`src/rtl/core/sha256d_header_tail_hash_top_defines.svh`:
```
// Assertion helpers for the double-hash core.
`ifndef SHA256D_HEADER_TAIL_HASH_TOP_DEFINES_SVH
`define SHA256D_HEADER_TAIL_HASH_TOP_DEFINES_SVH

// Same-cycle implication, disabled in reset.
`define SHD_ASSERT_NOW(label, ante, cons, msg) \
    label: assert property (@(posedge clk) disable iff (!rst_n) (ante) |-> (cons)) \
        else $error(msg);

// Next-cycle implication, disabled in reset.
`define SHD_ASSERT_NEXT(label, ante, cons, msg) \
    label: assert property (@(posedge clk) disable iff (!rst_n) (ante) |=> (cons)) \
        else $error(msg);

`endif

```
`src/rtl/core/shd_pkg.sv`:
```
package shd_pkg;

    typedef struct packed {
        logic [31:0] tail_word_0;
        logic [31:0] tail_word_1;
        logic [31:0] tail_word_2;
        logic [31:0] tail_word_3;
    } in_t;

    typedef struct packed {
        logic [31:0] digest_word_0;
        logic [31:0] digest_word_1;
        logic [31:0] digest_word_2;
        logic [31:0] digest_word_3;
        logic [31:0] digest_word_4;
        logic [31:0] digest_word_5;
        logic [31:0] digest_word_6;
        logic [31:0] digest_word_7;
    } out_t;

    typedef enum logic [4:0] {
        ST_IDLE   = 5'b00001,
        ST_PASS1  = 5'b00010,
        ST_RESEED = 5'b00100,
        ST_PASS2  = 5'b01000,
        ST_FINAL  = 5'b10000
    } state_t;

    localparam int CFG_IDX_W = 4;
    localparam logic [CFG_IDX_W-1:0] CFG_MID_PAIR_0 = 4'd0;
    localparam logic [CFG_IDX_W-1:0] CFG_MID_PAIR_1 = 4'd1;
    localparam logic [CFG_IDX_W-1:0] CFG_MID_PAIR_2 = 4'd2;
    localparam logic [CFG_IDX_W-1:0] CFG_MID_PAIR_3 = 4'd3;

    localparam logic [5:0]  LAST_ROUND = 6'd63;
    localparam logic [31:0] PAD_WORD   = 32'h8000_0000;
    localparam logic [31:0] LEN_TAIL   = 32'h0000_0280;  // 640-bit message
    localparam logic [31:0] LEN_DIGEST = 32'h0000_0100;  // 256-bit message

    localparam logic [31:0] INIT_H [8] = '{
        32'h6a09e667, 32'hbb67ae85, 32'h3c6ef372, 32'ha54ff53a,
        32'h510e527f, 32'h9b05688c, 32'h1f83d9ab, 32'h5be0cd19
    };

    localparam logic [31:0] ROUND_K [64] = '{
        32'h428a2f98, 32'h71374491, 32'hb5c0fbcf, 32'he9b5dba5,
        32'h3956c25b, 32'h59f111f1, 32'h923f82a4, 32'hab1c5ed5,
        32'hd807aa98, 32'h12835b01, 32'h243185be, 32'h550c7dc3,
        32'h72be5d74, 32'h80deb1fe, 32'h9bdc06a7, 32'hc19bf174,
        32'he49b69c1, 32'hefbe4786, 32'h0fc19dc6, 32'h240ca1cc,
        32'h2de92c6f, 32'h4a7484aa, 32'h5cb0a9dc, 32'h76f988da,
        32'h983e5152, 32'ha831c66d, 32'hb00327c8, 32'hbf597fc7,
        32'hc6e00bf3, 32'hd5a79147, 32'h06ca6351, 32'h14292967,
        32'h27b70a85, 32'h2e1b2138, 32'h4d2c6dfc, 32'h53380d13,
        32'h650a7354, 32'h766a0abb, 32'h81c2c92e, 32'h92722c85,
        32'ha2bfe8a1, 32'ha81a664b, 32'hc24b8b70, 32'hc76c51a3,
        32'hd192e819, 32'hd6990624, 32'hf40e3585, 32'h106aa070,
        32'h19a4c116, 32'h1e376c08, 32'h2748774c, 32'h34b0bcb5,
        32'h391c0cb3, 32'h4ed8aa4a, 32'h5b9cca4f, 32'h682e6ff3,
        32'h748f82ee, 32'h78a5636f, 32'h84c87814, 32'h8cc70208,
        32'h90befffa, 32'ha4506ceb, 32'hbef9a3f7, 32'hc67178f2
    };

    function automatic logic [31:0] rotr(input logic [31:0] x, input int n);
        rotr = (x >> n) | (x << (32 - n));
    endfunction

    function automatic logic [31:0] big_sig0(input logic [31:0] x);
        big_sig0 = rotr(x, 2) ^ rotr(x, 13) ^ rotr(x, 22);
    endfunction

    function automatic logic [31:0] big_sig1(input logic [31:0] x);
        big_sig1 = rotr(x, 6) ^ rotr(x, 11) ^ rotr(x, 25);
    endfunction

    function automatic logic [31:0] sml_sig0(input logic [31:0] x);
        sml_sig0 = rotr(x, 7) ^ rotr(x, 18) ^ (x >> 3);
    endfunction

    function automatic logic [31:0] sml_sig1(input logic [31:0] x);
        sml_sig1 = rotr(x, 17) ^ rotr(x, 19) ^ (x >> 10);
    endfunction

endpackage

```
`src/rtl/core/sha256d_header_tail_hash_top.sv`:
```
// Channel | Dir | Handshake           | Payload
// in      | in  | in_valid/in_ready   | in_data  (shd_pkg::in_t, four tail words)
// out     | out | out_valid/out_ready | out_data (shd_pkg::out_t, eight digest words)
// cfg     | in  | cfg_valid/cfg_ready | cfg_index, cfg_data (midstate word pairs)
//
// A request runs through the accept, the rounds from the midstate, a reseed step,
// the rounds from the initial values and a final add. The rounds of both passes use
// the single shared round unit, one round per cycle.
// Reset clears the midstate to zero and returns the sequencer to idle.
// A finished digest waits in the output register; a new request is accepted
// meanwhile, but the final add stalls until the output register is free.
`include "sha256d_header_tail_hash_top_defines.svh"

module sha256d_header_tail_hash_top
    import shd_pkg::*;
(
    input  logic                 clk,
    input  logic                 rst_n,

    input  logic                 in_valid,
    output logic                 in_ready,
    input  in_t                  in_data,

    output logic                 out_valid,
    input  logic                 out_ready,
    output out_t                 out_data,

    input  logic                 cfg_valid,
    output logic                 cfg_ready,
    input  logic [CFG_IDX_W-1:0] cfg_index,
    input  logic [63:0]          cfg_data
);

    state_t      state_reg, state_next;
    logic [5:0]  round_reg, round_next;
    logic        out_valid_reg, out_valid_next;
    logic [63:0] mid_pair_reg [4];
    logic [63:0] mid_pair_next [4];

    logic [31:0] w_reg [16];
    logic [31:0] w_next [16];
    logic [31:0] v_reg [8];
    logic [31:0] v_next [8];
    out_t        out_data_reg, out_data_next;

    logic [31:0] mid_word [8];
    logic [31:0] sum_word [8];
    logic [31:0] t1, t2, w_new;
    logic        out_free;

    assign in_ready  = (state_reg == ST_IDLE);
    assign cfg_ready = 1'b1;
    assign out_valid = out_valid_reg;
    assign out_data  = out_data_reg;
    assign out_free  = !out_valid_reg || out_ready;

    // Shared round unit; the schedule is a shift line with fixed taps.
    always_comb
    begin
        t1 = v_reg[7] + big_sig1(v_reg[4])
           + ((v_reg[4] & v_reg[5]) ^ (~v_reg[4] & v_reg[6]))
           + ROUND_K[round_reg] + w_reg[0];
        t2 = big_sig0(v_reg[0])
           + ((v_reg[0] & v_reg[1]) ^ (v_reg[0] & v_reg[2]) ^ (v_reg[1] & v_reg[2]));
        w_new = sml_sig1(w_reg[14]) + w_reg[9] + sml_sig0(w_reg[1]) + w_reg[0];
    end

    always_comb
    begin
        for (int i = 0; i < 4; i++)
        begin
            mid_word[2*i]   = mid_pair_reg[i][63:32];
            mid_word[2*i+1] = mid_pair_reg[i][31:0];
        end
        // Chain add: midstate in the reseed cycle, initial values at the end.
        for (int i = 0; i < 8; i++)
        begin
            sum_word[i] = ((state_reg == ST_RESEED) ? mid_word[i] : INIT_H[i]) + v_reg[i];
        end
    end

    always_comb
    begin
        state_next     = state_reg;
        round_next     = round_reg;
        out_valid_next = out_valid_reg;
        out_data_next  = out_data_reg;
        mid_pair_next  = mid_pair_reg;
        w_next         = w_reg;
        v_next         = v_reg;

        if (cfg_valid && cfg_ready)
        begin
            case (cfg_index)
                CFG_MID_PAIR_0: mid_pair_next[0] = cfg_data;
                CFG_MID_PAIR_1: mid_pair_next[1] = cfg_data;
                CFG_MID_PAIR_2: mid_pair_next[2] = cfg_data;
                CFG_MID_PAIR_3: mid_pair_next[3] = cfg_data;
                default: ;
            endcase
        end

        if (out_valid_reg && out_ready)
        begin
            out_valid_next = 1'b0;
        end

        case (state_reg)
            ST_IDLE:
            begin
                if (in_valid)
                begin
                    for (int i = 0; i < 16; i++)
                    begin
                        w_next[i] = '0;
                    end
                    w_next[0]  = in_data.tail_word_0;
                    w_next[1]  = in_data.tail_word_1;
                    w_next[2]  = in_data.tail_word_2;
                    w_next[3]  = in_data.tail_word_3;
                    w_next[4]  = PAD_WORD;
                    w_next[15] = LEN_TAIL;
                    v_next     = mid_word;
                    round_next = '0;
                    state_next = ST_PASS1;
                end
            end
            ST_PASS1, ST_PASS2:
            begin
                for (int i = 0; i < 15; i++)
                begin
                    w_next[i] = w_reg[i+1];
                end
                w_next[15] = w_new;
                v_next[7]  = v_reg[6];
                v_next[6]  = v_reg[5];
                v_next[5]  = v_reg[4];
                v_next[4]  = v_reg[3] + t1;
                v_next[3]  = v_reg[2];
                v_next[2]  = v_reg[1];
                v_next[1]  = v_reg[0];
                v_next[0]  = t1 + t2;
                round_next = round_reg + 6'd1;
                if (round_reg == LAST_ROUND)
                begin
                    state_next = (state_reg == ST_PASS1) ? ST_RESEED : ST_FINAL;
                end
            end
            ST_RESEED:
            begin
                // First digest becomes the single padded block of pass two.
                for (int i = 0; i < 16; i++)
                begin
                    w_next[i] = '0;
                end
                for (int i = 0; i < 8; i++)
                begin
                    w_next[i] = sum_word[i];
                end
                w_next[8]  = PAD_WORD;
                w_next[15] = LEN_DIGEST;
                v_next     = INIT_H;
                round_next = '0;
                state_next = ST_PASS2;
            end
            ST_FINAL:
            begin
                if (out_free)
                begin
                    out_data_next.digest_word_0 = sum_word[0];
                    out_data_next.digest_word_1 = sum_word[1];
                    out_data_next.digest_word_2 = sum_word[2];
                    out_data_next.digest_word_3 = sum_word[3];
                    out_data_next.digest_word_4 = sum_word[4];
                    out_data_next.digest_word_5 = sum_word[5];
                    out_data_next.digest_word_6 = sum_word[6];
                    out_data_next.digest_word_7 = sum_word[7];
                    out_valid_next = 1'b1;
                    state_next     = ST_IDLE;
                end
            end
            default:
            begin
                state_next = ST_IDLE;
            end
        endcase
    end

    always_ff @(posedge clk or negedge rst_n)
    begin
        if (!rst_n)
        begin
            state_reg     <= ST_IDLE;
            round_reg     <= '0;
            out_valid_reg <= 1'b0;
            for (int i = 0; i < 4; i++)
            begin
                mid_pair_reg[i] <= '0;
            end
        end
        else
        begin
            state_reg     <= state_next;
            round_reg     <= round_next;
            out_valid_reg <= out_valid_next;
            mid_pair_reg  <= mid_pair_next;
        end
    end

    always_ff @(posedge clk)
    begin
        w_reg        <= w_next;
        v_reg        <= v_next;
        out_data_reg <= out_data_next;
    end

    `SHD_ASSERT_NEXT(a_accept_starts_pass1, in_valid && in_ready,
        state_reg == ST_PASS1 && round_reg == 6'd0, "accept did not start pass one")
    `SHD_ASSERT_NEXT(a_pass1_to_reseed, state_reg == ST_PASS1 && round_reg == LAST_ROUND,
        state_reg == ST_RESEED, "pass one did not hand over to reseed")
    `SHD_ASSERT_NOW(a_round_only_in_pass, round_reg != 6'd0,
        state_reg == ST_PASS1 || state_reg == ST_PASS2, "round count live outside a pass")
    `SHD_ASSERT_NEXT(a_final_loads_output, state_reg == ST_FINAL && out_free,
        out_valid_reg && state_reg == ST_IDLE, "final add did not load the output")

endmodule
```
`config.mk`:
```
export PLATFORM = sky130hd
export DESIGN_NAME = sha256d_header_tail_hash_top
export DESIGN_NICKNAME = d
export VERILOG_FILES = /design/src/rtl/core/shd_pkg.sv /design/src/rtl/core/sha256d_header_tail_hash_top.sv
export VERILOG_INCLUDE_DIRS = /design/src /design/src/rtl/core
export SDC_FILE = /design/constraint.sdc
export NUM_CORES = 2
export LEC_CHECK = 0
export ABC_AREA = 1
export BUFFER_PORTS_ARGS = -buffer_cell sky130_fd_sc_hd__clkbuf_2
export CAP_MARGIN = 20
export CORE_MARGIN = 10
export CORE_UTILIZATION = 30
export DETAILED_ROUTE_END_ITERATION = 12
export SLEW_MARGIN = 20
export SYNTH_ARGS = -nofsm -noshare
export SYNTH_HDL_FRONTEND = slang
export SYNTH_SLANG_ARGS = --single-unit
```
`constraint.sdc`:
```
create_clock -name clk -period 17 [get_ports clk]
set_clock_uncertainty 0.2 [all_clocks]
set_input_delay 3.4 -clock clk [delete_from_list [all_inputs] [get_ports clk]]
set_output_delay 3.4 -clock clk [all_outputs]
set_load 0.01 [all_outputs]
```
After elaboration in Yosys (flattened, before gate mapping)
Memories as Yosys holds them, arrays and structs flattened.
Cells that the tools add are included.
W data, S select, Z words.
{ "totals": {"out_inout_bits": 259, "mem_bits_rw": 0, "romBits": 2048, "latch_bits": 0, "memories": 1, "ff_bits": 1292, "wordCells": 137} }
{ "memory_table": {"columns": ["memory", "words", "word_bits", "rd", "rd_ports_with_merged_regs", "wr", "line_no", "rtl"], "rows": [
  ["(no name shown)", 64, 32, 1, 0, 0, "sha256d_header_tail_hash_top.sv:62", "+ ROUND_K[round_reg] + w_reg[0];"]
]} }
{ "op_classes": {"div_mod_pow": 0, "bitwise": 28, "n_reduce_logical": 13, "n_mux": 24, "eq_ne": 12, "multipliers": 0, "addsub": 19, "n_lt_le_gt_ge": 1, "shifts": 0} }
{ "op_table": {"columns": ["operator", "count"], "rows": [
  ["$pmux W512 S3", 1],
  ["$pmux W256 S3", 1],
  ["$add A32 B32 Y32", 18],
  ["$mux W512", 1],
  ["$mux W32", 10],
  ["$xor A32 B32 Y32", 9],
  ["$mux W256", 1],
  ["$and A32 B32 Y32", 5],
  ["$not A32 Y32", 1],
  ["$or A10 B32 Y32", 1],
  ["$or A13 B32 Y32", 1],
  ["$or A14 B32 Y32", 1],
  ["$or A15 B32 Y32", 1],
  ["$or A19 B32 Y32", 1],
  ["$or A21 B32 Y32", 1],
  ["$or A25 B32 Y32", 1],
  ["$or A26 B32 Y32", 1],
  ["$or A30 B32 Y32", 1],
  ["$or A7 B32 Y32", 1],
  ["$xor A32 B22 Y32", 1],
  ["$xor A32 B29 Y32", 1],
  ["$mux W5", 4],
  ["$pmux W5 S4", 1],
  ["$pmux W6 S3", 1],
  ["22 further kinds", 32]
]} }

Logic depth before layout (Yosys ltp)
{ "depth": {"depth_word": 9, "depth_mapped": 42, "ltp_nobuf": 42} }

Worst setup path after synthesis
Ideal clock, no wire load.
{ "synth_timing": {"path_type": "input port to flip-flop", "from": "in in_valid", "to": "reg round_reg[4]", "arrival_ns": 15.189, "path_stages": 5, "required_ns": 16.183, "path_slack_ns": 0.994, "path_buffers": 0, "cell_sequence": "nor2_2 nor2_4 nand2_1 inv_1 a221oi_2"} }
{ "synth_between": {"elab_chain_cells": 2} }
{ "synth_rtl": {"columns": ["element", "line_no", "rtl"], "rows": [
  ["from (decl)", "sha256d_header_tail_hash_top.sv:20", "input logic in_valid,"],
  ["$ne A2 B2 Y1 (no line)", null, null],
  ["$reduce_and A2 Y1 (no line)", null, null],
  ["to (signal assigned)", "sha256d_header_tail_hash_top.sv:204", "round_reg <= round_next;"],
  ["to (decl)", "sha256d_header_tail_hash_top.sv:35", "logic [5:0] round_reg, round_next;"]
]} }
Every way passes these cells.
A chain may end at the register's enable or synchronous reset.

==> results.py <==
metrics = {
    "clock_network": {
        "postCtsSetupBuffers": 0,
        "cts-buffers-inserted": 158,
        "ctsHoldBuffers": 0,
        "root_buffer": "clkbuf_16",
        "clock_latency_ns": 0.88,
        "clock_sinks": 1292,
        "cts-root-to-sink-buffers": 4,
        "clock_pin_slew_on_the_worst_setup_and_hold_paths_ns": 0.06,
        "cts_repair_resize_count": 0,
        "cts.htree.levels": 4,
        "tritoncts": "yes",
    },
    "worst_hold_path": {
        "min-delay-path-class": "reg -> reg",
        "hold_start": "mid_pair_reg[80]$_DFFE_PN0P_",
    },
    "timing": {
        "timing.final.crit_period_ns": 8.34,
        "final.period_utilization_pct": 49.0,
        "rsz0062_at_grt": "false",
        "setup_total_negative_slack_ns": 0,
        "hold_violation_count_in_the_final_report": 0,
        "final_max_slew_viol_count": 0,
        "timing_worst_slew_pin_value_ns": 1.27,
        "slew-limit-headroom_pct": 15.0,
        "report.final.setup_viol": 0,
        "fmax_ghz": 0.120,
    },
    "final_layout": {
        "regArea_sq_mm": 0.0375,
        "num-nets-final": 10700,
        "area_growth_syn_to_layout_pct": 13.6,
        "final_cell_count_no_fill": 13800,
        "layout-drive-gt1-share_pct": 8.72,
        "finalCoreUtilization_pct": 34.2,
        "largest_reg_flops": 512,
        "final.fill_count": 28800,
        "multi_input_area_sq_mm": 0.0387,
    },
    "logic_synthesis": {
        "synth-seq-cells": 1292,
        "syn-mean-instance-area_sq_um": 8.72,
        "post_synth_main_area_contributors": "edfxtp_1 37%, nand2_1 8.7%, dfrtp_1 8.0%",
        "synth_top_area_share_pct": 36.9,
        "netlist_instances": 9552,
        "synth_top_cell_by_area": "edfxtp_1",
        "ys.warnings.count": 0,
        "synth_enable_flop_cells": 1024,
        "syn-num-nets": 10300,
        "seq_area_frac_synth_pct": 45.0,
        "ys_async_rst_share_pct": 20.7,
        "ys_dominant_reg_cell": "edfxtp_1",
        "synth.lib_cells_used.distinct": 77,
        "syn_area_sq_mm": 0.0832,
    },
    "setup_path": {
        "rr_endpoint": "v_reg[255]$_DFFE_PP_",
        "cp_data_required_time_ns": 17.40,
        "timing.rr.start": "round_reg[0]$_DFFE_PN0P_",
        "cp-end-kind": "register",
        "regToRegSetupSlack_ns": 8.66,
        "cp_max_fo": 9,
        "cp_slowest_cell": "xnor2_1",
        "startpoint_type": "register",
        "reg2reg_depth": 38,
        "timing.critical_path.from": "round_reg[0]$_DFFE_PN0P_",
        "worst_ep_arrival_time_ns": 8.74,
        "worst-setup-path-type": "reg -> reg",
        "crit_path_frequent_cell": "nand2_1",
        "timing.critical_path.slowest_cell_delay_ns": 0.86,
        "critPathCapture": "v_reg[255]$_DFFE_PP_",
    },
    "floorplan": {
        "start_util_pct": 30.1,
        "die_x_microns": 547,
        "io_pins": 460,
        "dieArea_sq_mm": 0.299,
        "floorplan.core_area_sq_mm": 0.276,
        "core_rows": 193,
        "die_y_microns": 547,
    },
    "placed_design": {
        "port-buffer-count": 458,
        "number_of_cells_after_detailed_placement": 13400,
        "place.gp.congestion": 1.02,
        "detailed_place_hpwl_mm": 308,
    },
    "job": {
        "maxCapViolCount": 0,
    },
    "routing": {
        "ant_nets": 0,
        "wirelength_mm": 387,
        "drc_markers": 0,
        "total_via_count_in_the_routed_design": 71700,
        "avg_vias_per_cell": 5.21,
        "number_of_search_and_repair_iterations_in_the_first_detailed_routing_pass": 8,
        "wire_per_inst_microns": 28.1,
        "detailedRoute.firstIterationViolations": 8808,
    },
    "global_routing": {
        "antenna_found_initial": 50,
        "vias_in_the_first_global_route": 67800,
        "globalRouteOverflowTotal": 0,
        "grt_max_degree": 170,
        "global_route_usage_over_all_layers_pct": 24.7,
        "grt_pass1_wl_mm": 530,
    },
    "outcome": {
        "outcome": "finished clean",
    },
}
-- critical path, delay by kind of cell (launching register included) --
kind | cells | cell delay (ns)
simple gates | 20 | 2.78
fa+ha+maj | 6 | 2.17
buf+inv | 7 | 0.91
xor+xnor | 1 | 0.86
compound gates | 4 | 0.66
flops | 1 | 0.50
-- cell type report --
class	instances	area share, %
diodes	38	0.101
clock buffers	212	4.69
clock inverters	68	0.719
inverters	1544	6.15
multi-input cells	6381	40.9
flip-flops and latches	1292	39.6
well taps	3705	4.90
repair buffers	518	2.99
-- cell usage in the layout, fill, tap and decap left out, types with 165 or more instances in the layout --
master	instances
a21oi_1	578
clkbuf_16	165
clkbuf_2	457
dfrtp_1	267
edfxtp_1	1024
fa_1	195
ha_1	399
inv_1	1536
nand2_1	1918
nand3_1	322
nor2_1	784
o21ai_0	760
xnor2_1	188
xor2_1	290
-- synthesized netlist by cell type, types with 81 or more instances --
cell type,n
nand2_1,1919
inv_1,1537
edfxtp_1,1024
nor2_1,785
o21ai_0,761
a21oi_1,578
ha_1,399
nand3_1,326
xor2_1,294
dfrtp_1,267
fa_1,195
xnor2_1,188
clkbuf_1,184
buf_2,137
a22oi_1,94
o21bai_1,81
-- routing by layer --
layer	track usage (%)	up-vias	part of all wire, %
li1	-	32400	-
met1	31.0	34700	39
met2	37.0	3775	43
met3	5.39	861	8.9
met4	18.5	32	8.9
met5	0	-	0.049
-- logic make-up (layout without fill, tap and decap cells) --
group	count (synthesis)	in the layout	share of synthesized area (%)
compound gates	1981	1981	14.0
xor+xnor	485	485	5.13
fa+ha+maj	596	596	10.7
buf+inv	1879	2342	8.70
flops	1292	1292	45.0
mux	9	9	0.111
other cells	1	39	0.00450
simple gates	3309	3309	16.4
-- worst min path at each step --
| stage | to | slack, ns | depth (start not counted) |
|---|---|---|---|
| detailed placement | mid_pair_reg[14]$_DFFE_PN0P_ | 0.27 | 2 |
| finish | mid_pair_reg[80]$_DFFE_PN0P_ | 0.28 | 2 |
| floorplan | mid_pair_reg[0]$_DFFE_PN0P_ | 0.25 | 2 |
| global placement | mid_pair_reg[172]$_DFFE_PN0P_ | 0.27 | 2 |
| CTS | mid_pair_reg[142]$_DFFE_PN0P_ | 0.29 | 2 |
| global route | mid_pair_reg[126]$_DFFE_PN0P_ | 0.30 | 2 |
-- metrics by stage --
stage               setup WS [ns]  cell area [sq um]  hold slack (ns)
finish                       8.66              94600            0.283
global route                 8.19              94500            0.302
CTS                          8.95              94500            0.287
detailed placement           8.98              89400            0.272
global placement             8.94              89400            0.266
floorplan                   0.994              83200            0.253
Power is left out: the tool's default activity adds up to more than one toggle a clock period on the data nets, which glitch-free logic cannot reach.
